$ cat src/rtl/smwh_pkg.sv
// Package: shared constants and state types of the sensor conditioning channel.
`timescale 1ns / 1ps

package smwh_pkg;

    localparam int DEF_WINDOW      = 5;
    localparam int DEF_SAMPLE_BITS = 16;

    // smoothing weight in percent
    localparam int             PCT_BITS  = 7;
    localparam logic [6:0]     PCT_FULL  = 7'd100;
    localparam logic [6:0]     PCT_RESET = 7'd50;

    // configuration register indexes
    localparam int             CFG_IDX_BITS = 3;
    localparam logic [2:0]     REG_CLAMP_MIN  = 3'd0;
    localparam logic [2:0]     REG_CLAMP_MAX  = 3'd1;
    localparam logic [2:0]     REG_SMOOTH_PCT = 3'd2;
    localparam logic [2:0]     REG_ALERT_LOW  = 3'd3;
    localparam logic [2:0]     REG_ALERT_HIGH = 3'd4;

    typedef enum logic [1:0] {
        ST_IDLE,
        ST_MEDIAN,
        ST_AVG,
        ST_DONE
    } t_state;

    typedef enum logic [1:0] {
        AV_IDLE,
        AV_MUL_A,
        AV_MUL_B,
        AV_DIV
    } t_avg_state;

endpackage

$ cat src/rtl/sensor_median_wma_hysteresis.sv
// Top level: clamp, sliding median, weighted average and alert of one sensor channel.
// Steps: accept, median scan one window entry per cycle, average unit (two weighted
// products and a reciprocal divide; skipped for the first sample after reset), then the
// result register, which waits while the output is stalled. One sample at a time: the
// next is accepted only once the last result is loaded into the result register.
// Reset: synchronous, active low; empties the window, clears the average and the alert.
`timescale 1ns / 1ps

module sensor_median_wma_hysteresis #(
    parameter int WINDOW      = smwh_pkg::DEF_WINDOW,
    parameter int SAMPLE_BITS = smwh_pkg::DEF_SAMPLE_BITS
) (
    input  logic                                  i_clk,
    input  logic                                  i_rst_n,
    // configuration write port
    input  logic                                  i_cfg_we,
    input  logic [smwh_pkg::CFG_IDX_BITS-1:0]     i_cfg_idx,
    input  logic [SAMPLE_BITS-1:0]                i_cfg_data,
    // sample channel
    input  logic                                  i_valid,
    output logic                                  o_stall,
    input  logic signed [SAMPLE_BITS-1:0]         i_sample,
    // result channel
    output logic                                  o_valid,
    input  logic                                  i_stall,
    output logic signed [SAMPLE_BITS-1:0]         o_clamped,
    output logic signed [SAMPLE_BITS-1:0]         o_median_value,
    output logic signed [SAMPLE_BITS-1:0]         o_smoothed,
    output logic                                  o_alert
);

    localparam int CW = $clog2(WINDOW + 1);
    localparam int IW = (WINDOW > 1) ? $clog2(WINDOW) : 1;

    localparam logic signed [SAMPLE_BITS-1:0] SMIN = {1'b1, {(SAMPLE_BITS-1){1'b0}}};
    localparam logic signed [SAMPLE_BITS-1:0] SMAX = {1'b0, {(SAMPLE_BITS-1){1'b1}}};

    // configuration registers
    logic signed [SAMPLE_BITS-1:0]     r_clamp_min;
    logic signed [SAMPLE_BITS-1:0]     r_clamp_max;
    logic [smwh_pkg::PCT_BITS-1:0]     r_pct;
    logic signed [SAMPLE_BITS-1:0]     r_alert_low;
    logic signed [SAMPLE_BITS-1:0]     r_alert_high;

    // channel state
    smwh_pkg::t_state                  r_state, n_state;
    logic signed [SAMPLE_BITS-1:0]     r_win [WINDOW];
    logic [IW-1:0]                     r_wslot;
    logic [CW-1:0]                     r_fill;
    logic signed [SAMPLE_BITS-1:0]     r_sat;
    logic signed [SAMPLE_BITS-1:0]     r_avg;
    logic                              r_seeded;
    logic                              r_alert;
    logic                              r_med_start;
    logic                              r_avg_start;

    // result register
    logic                              r_out_valid;
    logic signed [SAMPLE_BITS-1:0]     r_out_clamped;
    logic signed [SAMPLE_BITS-1:0]     r_out_median;
    logic signed [SAMPLE_BITS-1:0]     r_out_smoothed;
    logic                              r_out_alert;

    logic                              w_accept;
    logic signed [SAMPLE_BITS-1:0]     w_sat;
    logic [smwh_pkg::PCT_BITS-1:0]     w_alpha;
    logic                              w_med_done;
    logic signed [SAMPLE_BITS-1:0]     w_median;
    logic                              w_avg_done;
    logic signed [SAMPLE_BITS-1:0]     w_avg_calc;
    logic                              w_avg_upd;
    logic signed [SAMPLE_BITS-1:0]     w_avg_new;
    logic                              w_alert_new;
    logic                              w_out_free;
    logic                              w_out_load;

    // Saturation: below-min wins over above-max, so crossed bounds give clamp_min
    // for low samples and clamp_max for the rest that exceed it.
    assign w_sat = (i_sample < r_clamp_min) ? r_clamp_min :
                   (i_sample > r_clamp_max) ? r_clamp_max : i_sample;

    // weights above 100 percent act as 100
    assign w_alpha = (r_pct > smwh_pkg::PCT_FULL) ? smwh_pkg::PCT_FULL : r_pct;

    assign w_accept   = i_valid && (r_state == smwh_pkg::ST_IDLE);
    assign w_out_free = !r_out_valid || !i_stall;

    // First sample seeds the average with the clamped value; later ones take
    // the weighted mix from the average unit.
    assign w_avg_upd = ((r_state == smwh_pkg::ST_MEDIAN) && w_med_done && !r_seeded) ||
                       ((r_state == smwh_pkg::ST_AVG) && w_avg_done);
    assign w_avg_new = (r_state == smwh_pkg::ST_AVG) ? w_avg_calc : r_sat;

    // hysteresis: set above high, hold while at or above low
    assign w_alert_new = r_alert ? (w_avg_new >= r_alert_low) : (w_avg_new > r_alert_high);

    // sequencer: one sample at a time, result parked until the output register frees
    always_comb begin
        n_state    = r_state;
        w_out_load = 1'b0;
        unique case (r_state)
            smwh_pkg::ST_IDLE: begin
                if (i_valid) begin
                    n_state = smwh_pkg::ST_MEDIAN;
                end
            end
            smwh_pkg::ST_MEDIAN: begin
                if (w_med_done) begin
                    n_state = r_seeded ? smwh_pkg::ST_AVG : smwh_pkg::ST_DONE;
                end
            end
            smwh_pkg::ST_AVG: begin
                if (w_avg_done) begin
                    n_state = smwh_pkg::ST_DONE;
                end
            end
            smwh_pkg::ST_DONE: begin
                if (w_out_free) begin
                    w_out_load = 1'b1;
                    n_state    = smwh_pkg::ST_IDLE;
                end
            end
            default: begin
                n_state = smwh_pkg::ST_IDLE;
            end
        endcase
    end

    // configuration writes; unknown indexes are dropped
    always_ff @(posedge i_clk) begin
        if (!i_rst_n) begin
            r_clamp_min  <= SMIN;
            r_clamp_max  <= SMAX;
            r_pct        <= smwh_pkg::PCT_RESET;
            r_alert_low  <= '0;
            r_alert_high <= SMAX;
        end else if (i_cfg_we) begin
            unique case (i_cfg_idx)
                smwh_pkg::REG_CLAMP_MIN:  r_clamp_min  <= $signed(i_cfg_data);
                smwh_pkg::REG_CLAMP_MAX:  r_clamp_max  <= $signed(i_cfg_data);
                smwh_pkg::REG_SMOOTH_PCT: r_pct        <= i_cfg_data[smwh_pkg::PCT_BITS-1:0];
                smwh_pkg::REG_ALERT_LOW:  r_alert_low  <= $signed(i_cfg_data);
                smwh_pkg::REG_ALERT_HIGH: r_alert_high <= $signed(i_cfg_data);
                default: begin
                end
            endcase
        end
    end

    // control state
    always_ff @(posedge i_clk) begin
        if (!i_rst_n) begin
            r_state     <= smwh_pkg::ST_IDLE;
            r_wslot     <= '0;
            r_fill      <= '0;
            r_avg       <= '0;
            r_seeded    <= 1'b0;
            r_alert     <= 1'b0;
            r_med_start <= 1'b0;
            r_avg_start <= 1'b0;
            r_out_valid <= 1'b0;
        end else begin
            r_state     <= n_state;
            r_med_start <= w_accept;
            r_avg_start <= (r_state == smwh_pkg::ST_MEDIAN) && w_med_done && r_seeded;
            if (w_accept) begin
                r_wslot <= (r_wslot == IW'(WINDOW - 1)) ? '0 : r_wslot + 1'b1;
                if (r_fill < CW'(WINDOW)) begin
                    r_fill <= r_fill + 1'b1;
                end
            end
            if (w_avg_upd) begin
                r_avg    <= w_avg_new;
                r_seeded <= 1'b1;
                r_alert  <= w_alert_new;
            end
            if (w_out_load) begin
                r_out_valid <= 1'b1;
            end else if (!i_stall) begin
                r_out_valid <= 1'b0;
            end
        end
    end

    // ring store and payload registers, no reset
    always_ff @(posedge i_clk) begin
        if (w_accept) begin
            r_win[r_wslot] <= w_sat;
            r_sat          <= w_sat;
        end
        if (w_out_load) begin
            r_out_clamped  <= r_sat;
            r_out_median   <= w_median;
            r_out_smoothed <= r_avg;
            r_out_alert    <= r_alert;
        end
    end

    smwh_median #(
        .WINDOW      (WINDOW),
        .SAMPLE_BITS (SAMPLE_BITS)
    ) u_median (
        .i_clk    (i_clk),
        .i_rst_n  (i_rst_n),
        .i_start  (r_med_start),
        .i_win    (r_win),
        .i_fill   (r_fill),
        .o_done   (w_med_done),
        .o_median (w_median)
    );

    smwh_wavg #(
        .SAMPLE_BITS (SAMPLE_BITS)
    ) u_wavg (
        .i_clk    (i_clk),
        .i_rst_n  (i_rst_n),
        .i_start  (r_avg_start),
        .i_alpha  (w_alpha),
        .i_median (w_median),
        .i_avg    (r_avg),
        .o_done   (w_avg_done),
        .o_avg    (w_avg_calc)
    );

    assign o_stall        = (r_state != smwh_pkg::ST_IDLE);
    assign o_valid        = r_out_valid;
    assign o_clamped      = r_out_clamped;
    assign o_median_value = r_out_median;
    assign o_smoothed     = r_out_smoothed;
    assign o_alert        = r_out_alert;

endmodule

$ cat src/rtl/smwh_median.sv
// Median selector: tests one window entry per cycle for rank fill/2.
`timescale 1ns / 1ps

module smwh_median #(
    parameter int WINDOW      = smwh_pkg::DEF_WINDOW,
    parameter int SAMPLE_BITS = smwh_pkg::DEF_SAMPLE_BITS,
    localparam int CW         = $clog2(WINDOW + 1),
    localparam int IW         = (WINDOW > 1) ? $clog2(WINDOW) : 1
) (
    input  logic                          i_clk,
    input  logic                          i_rst_n,
    input  logic                          i_start,
    input  logic signed [SAMPLE_BITS-1:0] i_win [WINDOW],
    input  logic [CW-1:0]                 i_fill,
    output logic                          o_done,
    output logic signed [SAMPLE_BITS-1:0] o_median
);

    logic                          r_busy;
    logic [IW-1:0]                 r_idx;
    logic                          r_done;
    logic signed [SAMPLE_BITS-1:0] r_med;

    logic signed [SAMPLE_BITS-1:0] w_cand;
    logic [CW-1:0]                 w_lt;
    logic [CW-1:0]                 w_le;
    logic [CW-1:0]                 w_rank;
    logic                          w_hit;

    // candidate is the median when rank fill/2 falls in its run of equal values
    always_comb begin
        w_cand = i_win[r_idx];
        w_lt   = '0;
        w_le   = '0;
        for (int j = 0; j < WINDOW; j++) begin
            if (CW'(j) < i_fill) begin
                if (i_win[j] < w_cand) begin
                    w_lt = w_lt + 1'b1;
                end
                if (i_win[j] <= w_cand) begin
                    w_le = w_le + 1'b1;
                end
            end
        end
        w_rank = i_fill >> 1;
        w_hit  = (w_lt <= w_rank) && (w_rank < w_le);
    end

    always_ff @(posedge i_clk) begin
        if (!i_rst_n) begin
            r_busy <= 1'b0;
            r_idx  <= '0;
            r_done <= 1'b0;
        end else begin
            r_done <= 1'b0;
            if (i_start) begin
                r_busy <= 1'b1;
                r_idx  <= '0;
            end else if (r_busy) begin
                if (w_hit) begin
                    r_busy <= 1'b0;
                    r_done <= 1'b1;
                end else begin
                    r_idx <= r_idx + 1'b1;
                end
            end
        end
    end

    always_ff @(posedge i_clk) begin
        if (r_busy && w_hit) begin
            r_med <= w_cand;
        end
    end

    assign o_done   = r_done;
    assign o_median = r_med;

endmodule

$ cat src/rtl/smwh_wavg.sv
// Weighted average: one shared multiplier for both weights and a reciprocal divide by 100.
`timescale 1ns / 1ps

module smwh_wavg #(
    parameter int SAMPLE_BITS = smwh_pkg::DEF_SAMPLE_BITS,
    localparam int PW         = SAMPLE_BITS + 8,
    localparam int MW         = SAMPLE_BITS + 7,
    localparam int RK         = SAMPLE_BITS + 13,
    localparam int XW         = 2 * PW
) (
    input  logic                             i_clk,
    input  logic                             i_rst_n,
    input  logic                             i_start,
    input  logic [smwh_pkg::PCT_BITS-1:0]    i_alpha,
    input  logic signed [SAMPLE_BITS-1:0]    i_median,
    input  logic signed [SAMPLE_BITS-1:0]    i_avg,
    output logic                             o_done,
    output logic signed [SAMPLE_BITS-1:0]    o_avg
);

    // ceil(2**RK / 100): floor quotient is exact for every weighted-sum magnitude
    localparam logic [63:0]   RECIP_WIDE = ((64'd1 << RK) + 64'(smwh_pkg::PCT_FULL) - 64'd1)
                                           / 64'(smwh_pkg::PCT_FULL);
    localparam logic [MW-1:0] RECIP      = RECIP_WIDE[MW-1:0];

    smwh_pkg::t_avg_state r_state, n_state;

    logic signed [PW-1:0]          r_acc, n_acc;
    logic [MW-1:0]                 r_mag, n_mag;
    logic                          r_neg, n_neg;
    logic                          r_done, n_done;
    logic signed [SAMPLE_BITS-1:0] r_avg, n_avg;

    logic [smwh_pkg::PCT_BITS-1:0] w_coef;
    logic signed [PW-1:0]          w_op_a;
    logic signed [PW-1:0]          w_op_b;
    logic signed [XW-1:0]          w_prod;
    logic signed [PW-1:0]          w_sum;
    logic [PW-1:0]                 w_mag;
    logic [SAMPLE_BITS-1:0]        w_quot;

    assign w_coef = (r_state == smwh_pkg::AV_MUL_A) ? i_alpha
                                                    : (smwh_pkg::PCT_FULL - i_alpha);

    // single multiplier, operands picked by phase
    always_comb begin
        case (r_state)
            smwh_pkg::AV_MUL_A: begin
                w_op_a = PW'(i_median);
                w_op_b = $signed({{(PW - smwh_pkg::PCT_BITS){1'b0}}, w_coef});
            end
            smwh_pkg::AV_DIV: begin
                w_op_a = $signed({1'b0, r_mag});
                w_op_b = $signed({1'b0, RECIP});
            end
            default: begin
                w_op_a = PW'(i_avg);
                w_op_b = $signed({{(PW - smwh_pkg::PCT_BITS){1'b0}}, w_coef});
            end
        endcase
    end

    assign w_prod = XW'(w_op_a) * XW'(w_op_b);
    assign w_sum  = r_acc + $signed(w_prod[PW-1:0]);
    assign w_mag  = w_sum[PW-1] ? PW'(-w_sum) : PW'(w_sum);
    assign w_quot = w_prod[RK +: SAMPLE_BITS];

    always_comb begin
        n_state = r_state;
        n_acc   = r_acc;
        n_mag   = r_mag;
        n_neg   = r_neg;
        n_done  = 1'b0;
        n_avg   = r_avg;
        unique case (r_state)
            smwh_pkg::AV_IDLE: begin
                if (i_start) begin
                    n_state = smwh_pkg::AV_MUL_A;
                end
            end
            smwh_pkg::AV_MUL_A: begin
                n_acc   = $signed(w_prod[PW-1:0]);
                n_state = smwh_pkg::AV_MUL_B;
            end
            smwh_pkg::AV_MUL_B: begin
                n_neg   = w_sum[PW-1];
                n_mag   = w_mag[MW-1:0];
                n_state = smwh_pkg::AV_DIV;
            end
            smwh_pkg::AV_DIV: begin
                // divide on the magnitude: truncates toward zero
                n_avg   = r_neg ? $signed(-w_quot) : $signed(w_quot);
                n_done  = 1'b1;
                n_state = smwh_pkg::AV_IDLE;
            end
            default: begin
                n_state = smwh_pkg::AV_IDLE;
            end
        endcase
    end

    always_ff @(posedge i_clk) begin
        if (!i_rst_n) begin
            r_state <= smwh_pkg::AV_IDLE;
            r_done  <= 1'b0;
        end else begin
            r_state <= n_state;
            r_done  <= n_done;
        end
    end

    always_ff @(posedge i_clk) begin
        r_acc <= n_acc;
        r_mag <= n_mag;
        r_neg <= n_neg;
        r_avg <= n_avg;
    end

    assign o_done = r_done;
    assign o_avg  = r_avg;

endmodule

$ cat config.mk
export PLATFORM = sky130hd
export DESIGN_NAME = sensor_median_wma_hysteresis
export DESIGN_NICKNAME = d
export VERILOG_FILES = /design/src/rtl/smwh_pkg.sv /design/src/rtl/sensor_median_wma_hysteresis.sv /design/src/rtl/smwh_median.sv /design/src/rtl/smwh_wavg.sv
export SDC_FILE = /design/constraint.sdc
export NUM_CORES = 2
export LEC_CHECK = 0
export BUFFER_PORTS_ARGS = -buffer_cell sky130_fd_sc_hd__buf_2
export CORE_ASPECT_RATIO = 1.4
export CORE_MARGIN = 4
export CORE_UTILIZATION = 55
export DETAILED_ROUTE_END_ITERATION = 6
export PLACE_DENSITY_LB_ADDON = 0.1
export SLEW_MARGIN = 20
export SYNTH_ARGS = -nofsm -noshare
export SYNTH_HDL_FRONTEND = slang
export SYNTH_SLANG_ARGS = --single-unit
$ cat constraint.sdc
create_clock -name i_clk -period 31.7 [get_ports i_clk]
set_clock_uncertainty 0.05 [all_clocks]
set_input_delay 0 -clock i_clk [delete_from_list [all_inputs] [get_ports i_clk]]
set_output_delay 0 -clock i_clk [all_outputs]
set_load 0.005 [all_outputs]
==> Implementation_results.wiki <==
{| class="wikitable"
! Metric !! Value
|-
| Hold/Removal Path Class || input port to flop
|-
| Setup crit end || u_wavg.r_mag[8]
|-
| Synthesized-area fraction occupied by ao, oa, aoi and oai cells || 10.8%
|-
| Register-to-register setup slack || 20.39 ns
|-
| Maximum fanout encountered on the critical timing path || 16
|-
| Max-capacitance violation count || 0
|-
| Fin util || 60.6%
|-
| Share of synthesized registers carrying an async set or reset || 0%
|-
| DRC violations left || 0
|-
| Number of fill cells || 5,047
|-
| Post-Synth XOR/XNOR Area || 2.99%
|-
| Launching point of the worst reg2reg path || r_pct[0]
|-
| Nets@finish || 4,189
|-
| Largest net degree at the start of global routing || 108
|-
| Critical Path RT || 31.93 ns
|-
| Core area || 59,800 um^2
|-
| Post-Synth Simple-Gate Area || 10.3%
|-
| Routed wirelength normalized by instance count || 22.5 um
|-
| Kind of critical path || flop to flop
|-
| HPWL after detailed placement || 78,100 um
|-
| Via count of the routed design || 24,100
|-
| Max-slew headroom || 17.0%
|-
| Global-route usage over all layers || 30.0%
|-
| Layout cells sized above 1 || 7.70%
|-
| Final routed wirelength across all metal layers || 95,600 um
|-
| Pwr dens || 56.0 nW/um^2
|-
| Period utilization || 35.7%
|-
| Total gr overflow || 0
|-
| Slew Limit Fails || 0
|-
| Worst Reg2Reg Path Length in Cells || 41
|-
| Area of all sequential standard cells || 8920 um^2
|-
| Area of combinational cells with multiple inputs || 21,700 um^2
|-
| Library cell contributing the largest single delay on the critical path || sky130_fd_sc_hd__xor2_1
|-
| Number of synthesis warnings || 0
|-
| CTS tree || built
|-
| Number of instances in the synthesized netlist || 3,306
|-
| Final Hold Vio Count || 0
|-
| RePlAce Congestion || 0.997
|-
| Global-route wire length before repair || 149,000 um
|-
| Clock transition time at the flip-flop clock pins of the worst setup and hold paths || 0.06 ns
|-
| Number of sinks handled by clock tree synthesis || 333
|-
| Synthesized net count || 4,097
|-
| Number of standard-cell rows in the floorplan || 106
|-
| Count of different cell masters after synthesis || 94
|-
| Antenna Nets Post-Route || 0
|-
| # setup viols final || 0
|-
| Switching power summed over all nets || 0.824 mW
|-
| Post-synthesis cell area || 33,300 um^2
|-
| Starting Density || 55.7%
|-
| Startpoint kind of the worst setup timing path || flop
|-
| DIE WIDTH || 216 um
|-
| Worst setup path start || r_pct[0]
|-
| Slowest stage delay, CP || 0.77 ns
|-
| Setup repair bufs after CTS || 0
|-
| Fraction of the mapped netlist area in adder cells || 37.0%
|-
| Unrepaired setup endpoints after global routing || false
|-
| Combinational power share || 49.2%
|-
| Via count of the first global-routing pass || 25,800
|-
| Mean post-synth cell area || 10.1 um^2
|-
| Period minus WS final || 11.31 ns
|-
| Aggregate negative setup slack || 0 ns
|-
| Library cell used as clock root buffer || sky130_fd_sc_hd__clkbuf_16
|-
| Maximum buffer depth of the clock tree || 3
|-
| Most instantiated flip-flop cell in the synthesis netlist || sky130_fd_sc_hd__edfxtp_1
|-
| Quantity of I/O buffers inserted on ports || 90
|-
| Inserted Diodes || 0
|-
| Clk_lat worst skew || 0.57 ns
|-
| Worst-case vdd ir drop || 0.0398 mV
|-
| Outcome || finished, final reports clean
|-
| Number of hold-repair buffers added at the cts stage || 23
|-
| Measured slew at the worst slew-check pin || 1.21 ns
|-
| Total leakage power || 16.6 nW
|-
| Worst r2r dst || u_wavg.r_mag[8]
|-
| Inserted Clock Buffers || 38
|-
| Critical Path Sink Type || flop
|-
| Floorplan die area || 64,600 um^2
|-
| Routed via count divided by cell count || 5.68
|-
| Count of flip-flops with a built-in enable after synthesis || 225
|-
| Total iterations of the first detailed-routing run || 5
|-
| Internal Pwr Total || 1.20 mW
|-
| Syn-to-layout area delta || 8.74%
|-
| Most frequent cell on the critical path || sky130_fd_sc_hd__fa_1
|-
| Starting DRT DRC Count || 1,506
|-
| Number of antenna violations at the first check in global routing || 0
|-
| Power share of the clock group || 22.4%
|-
| Cells resized by post-CTS repair || 0
|-
| Sequential-to-total area share from yosys stat || 26.8%
|-
| Post-synthesis register bit count || 333
|-
| WP data arrival || 11.54 ns
|-
| Top-level port count || 91
|-
| Y dimension of the die || 299 um
|-
| Net switching share of the total power || 40.6%
|-
| CTS H-tree depth || 2
|-
| Largest family of logic cells by synthesized area || adder cells
|-
| Sequential power share || 28.4%
|-
| Multiplexer share of the synthesized area || 3.86%
|-
| Highest attainable clock frequency || 88.5 MHz
|}
==> cell usage after synthesis, types with 6 or more instances <==
library cell / n / share of area [%]
sky130_fd_sc_hd__a21o_1: 61 / 1.4
sky130_fd_sc_hd__dfxtp_1: 108 / 6.5
sky130_fd_sc_hd__o21a_1: 30 / 0.68
sky130_fd_sc_hd__mux2i_1: 82 / 2.5
sky130_fd_sc_hd__clkbuf_1: 77 / 0.87
sky130_fd_sc_hd__o21ai_0: 82 / 1.2
sky130_fd_sc_hd__nor4_1: 8 / 0.15
sky130_fd_sc_hd__buf_2: 6 / 0.090
sky130_fd_sc_hd__mux2_2: 38 / 1.3
sky130_fd_sc_hd__xor2_1: 40 / 1.1
sky130_fd_sc_hd__nor2b_1: 58 / 1.1
sky130_fd_sc_hd__nand2b_1: 44 / 0.83
sky130_fd_sc_hd__fa_1: 389 / 23
sky130_fd_sc_hd__and3_1: 7 / 0.13
sky130_fd_sc_hd__nand3_1: 31 / 0.47
sky130_fd_sc_hd__nor3b_1: 7 / 0.16
sky130_fd_sc_hd__nand4_1: 28 / 0.53
sky130_fd_sc_hd__o21bai_1: 8 / 0.18
sky130_fd_sc_hd__nor2_1: 166 / 1.9
sky130_fd_sc_hd__a211oi_1: 18 / 0.41
sky130_fd_sc_hd__xnor2_1: 71 / 1.9
sky130_fd_sc_hd__and2_1: 17 / 0.32
sky130_fd_sc_hd__or2_2: 9 / 0.17
sky130_fd_sc_hd__nor3_1: 17 / 0.26
sky130_fd_sc_hd__ha_1: 362 / 14
sky130_fd_sc_hd__a21boi_0: 36 / 0.81
sky130_fd_sc_hd__inv_1: 635 / 7.2
sky130_fd_sc_hd__or3_1: 18 / 0.34
sky130_fd_sc_hd__o21ai_1: 9 / 0.14
sky130_fd_sc_hd__o211ai_1: 44 / 0.99
sky130_fd_sc_hd__a21oi_1: 162 / 2.4
sky130_fd_sc_hd__edfxtp_1: 225 / 20
sky130_fd_sc_hd__nand2_1: 277 / 3.1
sky130_fd_sc_hd__a31oi_1: 10 / 0.19
sky130_fd_sc_hd__a22o_1: 14 / 0.37
==> worst max-delay path: cells and delay by family (launching register included) <==
family / cells / cell delay [ns]
fa+ha+maj: 10 / 4.07
buf+inv: 5 / 0.56
flops: 1 / 0.32
xor+xnor: 4 / 1.78
compound gates: 11 / 2.54
simple gates: 11 / 1.69
==> state kept, by name, indices dropped and copies added (netlist names), 7 cells and up <==
register,cells
u_wavg.r_mag,23
r_avg,16
r_alert_low,16
r_win,80
r_alert_high,16
o_clamped,16
o_median_value,16
o_smoothed,16
u_wavg.o_avg,16
r_clamp_min,16
u_median.o_median,16
r_sat,16
r_pct,7
r_clamp_max,16
u_wavg.r_acc,24
==> through the flow <==
step           instances  worst slack, ns  area, um^2  power [mW]  hold slack (ns)
6_report            4238            20.39       36200        2.03           0.0824
5_1_grt             4238            19.61       36200        2.18           0.0780
4_1_cts             4238            20.54       36200        2.03           0.0643
3_5_place_dp        4145            20.61       34700        1.57            0.239
3_3_place_gp        4145            20.90       34700        1.54            0.232
2_1_floorplan       3306            21.78       33300        1.30           0.0740
==> how the worst min path moves through the flow <==
stage             startpoint        endpoint  slack (ns)  depth (start not counted)
2_1_floorplan  i_cfg_data[0]  r_clamp_max[0]        0.07                          2
3_3_place_gp         i_valid     r_med_start        0.23                          2
3_5_place_dp         i_valid     r_med_start        0.24                          2
4_1_cts          i_sample[0]        r_sat[0]        0.06                          3
5_1_grt          i_sample[0]        r_sat[0]        0.08                          3
6_report        i_sample[14]       r_win[78]        0.08                          4
==> cell usage in the layout, fill, tap and decap left out, types with 9 or more instances in the layout <==
cell type / n
sky130_fd_sc_hd__dlygate4sd3_1: 23
sky130_fd_sc_hd__o21a_1: 30
sky130_fd_sc_hd__nand2_1: 277
sky130_fd_sc_hd__fa_1: 388
sky130_fd_sc_hd__a21boi_0: 35
sky130_fd_sc_hd__dfxtp_1: 108
sky130_fd_sc_hd__and2_1: 17
sky130_fd_sc_hd__xnor2_1: 71
sky130_fd_sc_hd__nand2b_1: 44
sky130_fd_sc_hd__nor2_1: 166
sky130_fd_sc_hd__a31oi_1: 10
sky130_fd_sc_hd__nor2b_1: 58
sky130_fd_sc_hd__edfxtp_1: 225
sky130_fd_sc_hd__inv_1: 635
sky130_fd_sc_hd__o21ai_0: 81
sky130_fd_sc_hd__buf_4: 29
sky130_fd_sc_hd__a21o_1: 61
sky130_fd_sc_hd__a21oi_1: 160
sky130_fd_sc_hd__nor3_1: 17
sky130_fd_sc_hd__nand3_1: 31
sky130_fd_sc_hd__mux2i_1: 82
sky130_fd_sc_hd__xor2_1: 40
sky130_fd_sc_hd__or2_2: 9
sky130_fd_sc_hd__o211ai_1: 44
sky130_fd_sc_hd__a211oi_1: 16
sky130_fd_sc_hd__clkbuf_16: 39
sky130_fd_sc_hd__a22o_1: 14
sky130_fd_sc_hd__mux2_2: 38
sky130_fd_sc_hd__or3_1: 18
sky130_fd_sc_hd__nand4_1: 28
sky130_fd_sc_hd__o21ai_1: 9
sky130_fd_sc_hd__buf_2: 90
sky130_fd_sc_hd__ha_1: 360
==> power by group through the flow <==
stage               registers, mW  clock network [mW]  logic [mW]
detailed placement          0.584                   0       0.985
floorplan                   0.570                   0       0.734
global placement            0.584                   0       0.956
finish                      0.576               0.453       0.998
CTS                         0.576               0.462       0.996
global route                0.579               0.482        1.12
==> final cells by class <==
cell class | instances | area share, %
well taps | 810 | 2.80
multi-input cells | 2246 | 60.0
repair buffers | 142 | 2.48
clock buffers | 47 | 2.80
clock inverters | 23 | 0.698
flip-flops and latches | 333 | 24.6
inverters | 637 | 6.60
==> per-layer routing <==
| layer | vias up | share of wire (%) | routed length [um] | global-route usage (%) |
|---|---|---|---|---|
| li1 | 11100 | - | - | - |
| met3 | 258 | 4.3 | 4100 | 3.62 |
| met2 | 689 | 50 | 48200 | 53.0 |
| met4 | 0 | 7.1 | 6740 | 17.0 |
| met5 | - | 0 | 0 | 0 |
| met1 | 12000 | 38 | 36500 | 35.4 |
==> logic make-up (layout without fill, tap and decap cells) <==
group           count (synthesis)  in the layout
xor+xnor                      112            112
fa+ha+maj                     751            751
buf+inv                       727            849
mux                           122            122
compound gates                542            542
simple gates                  719            719
flops                         333            333
(Power assumes the default switching activity.)
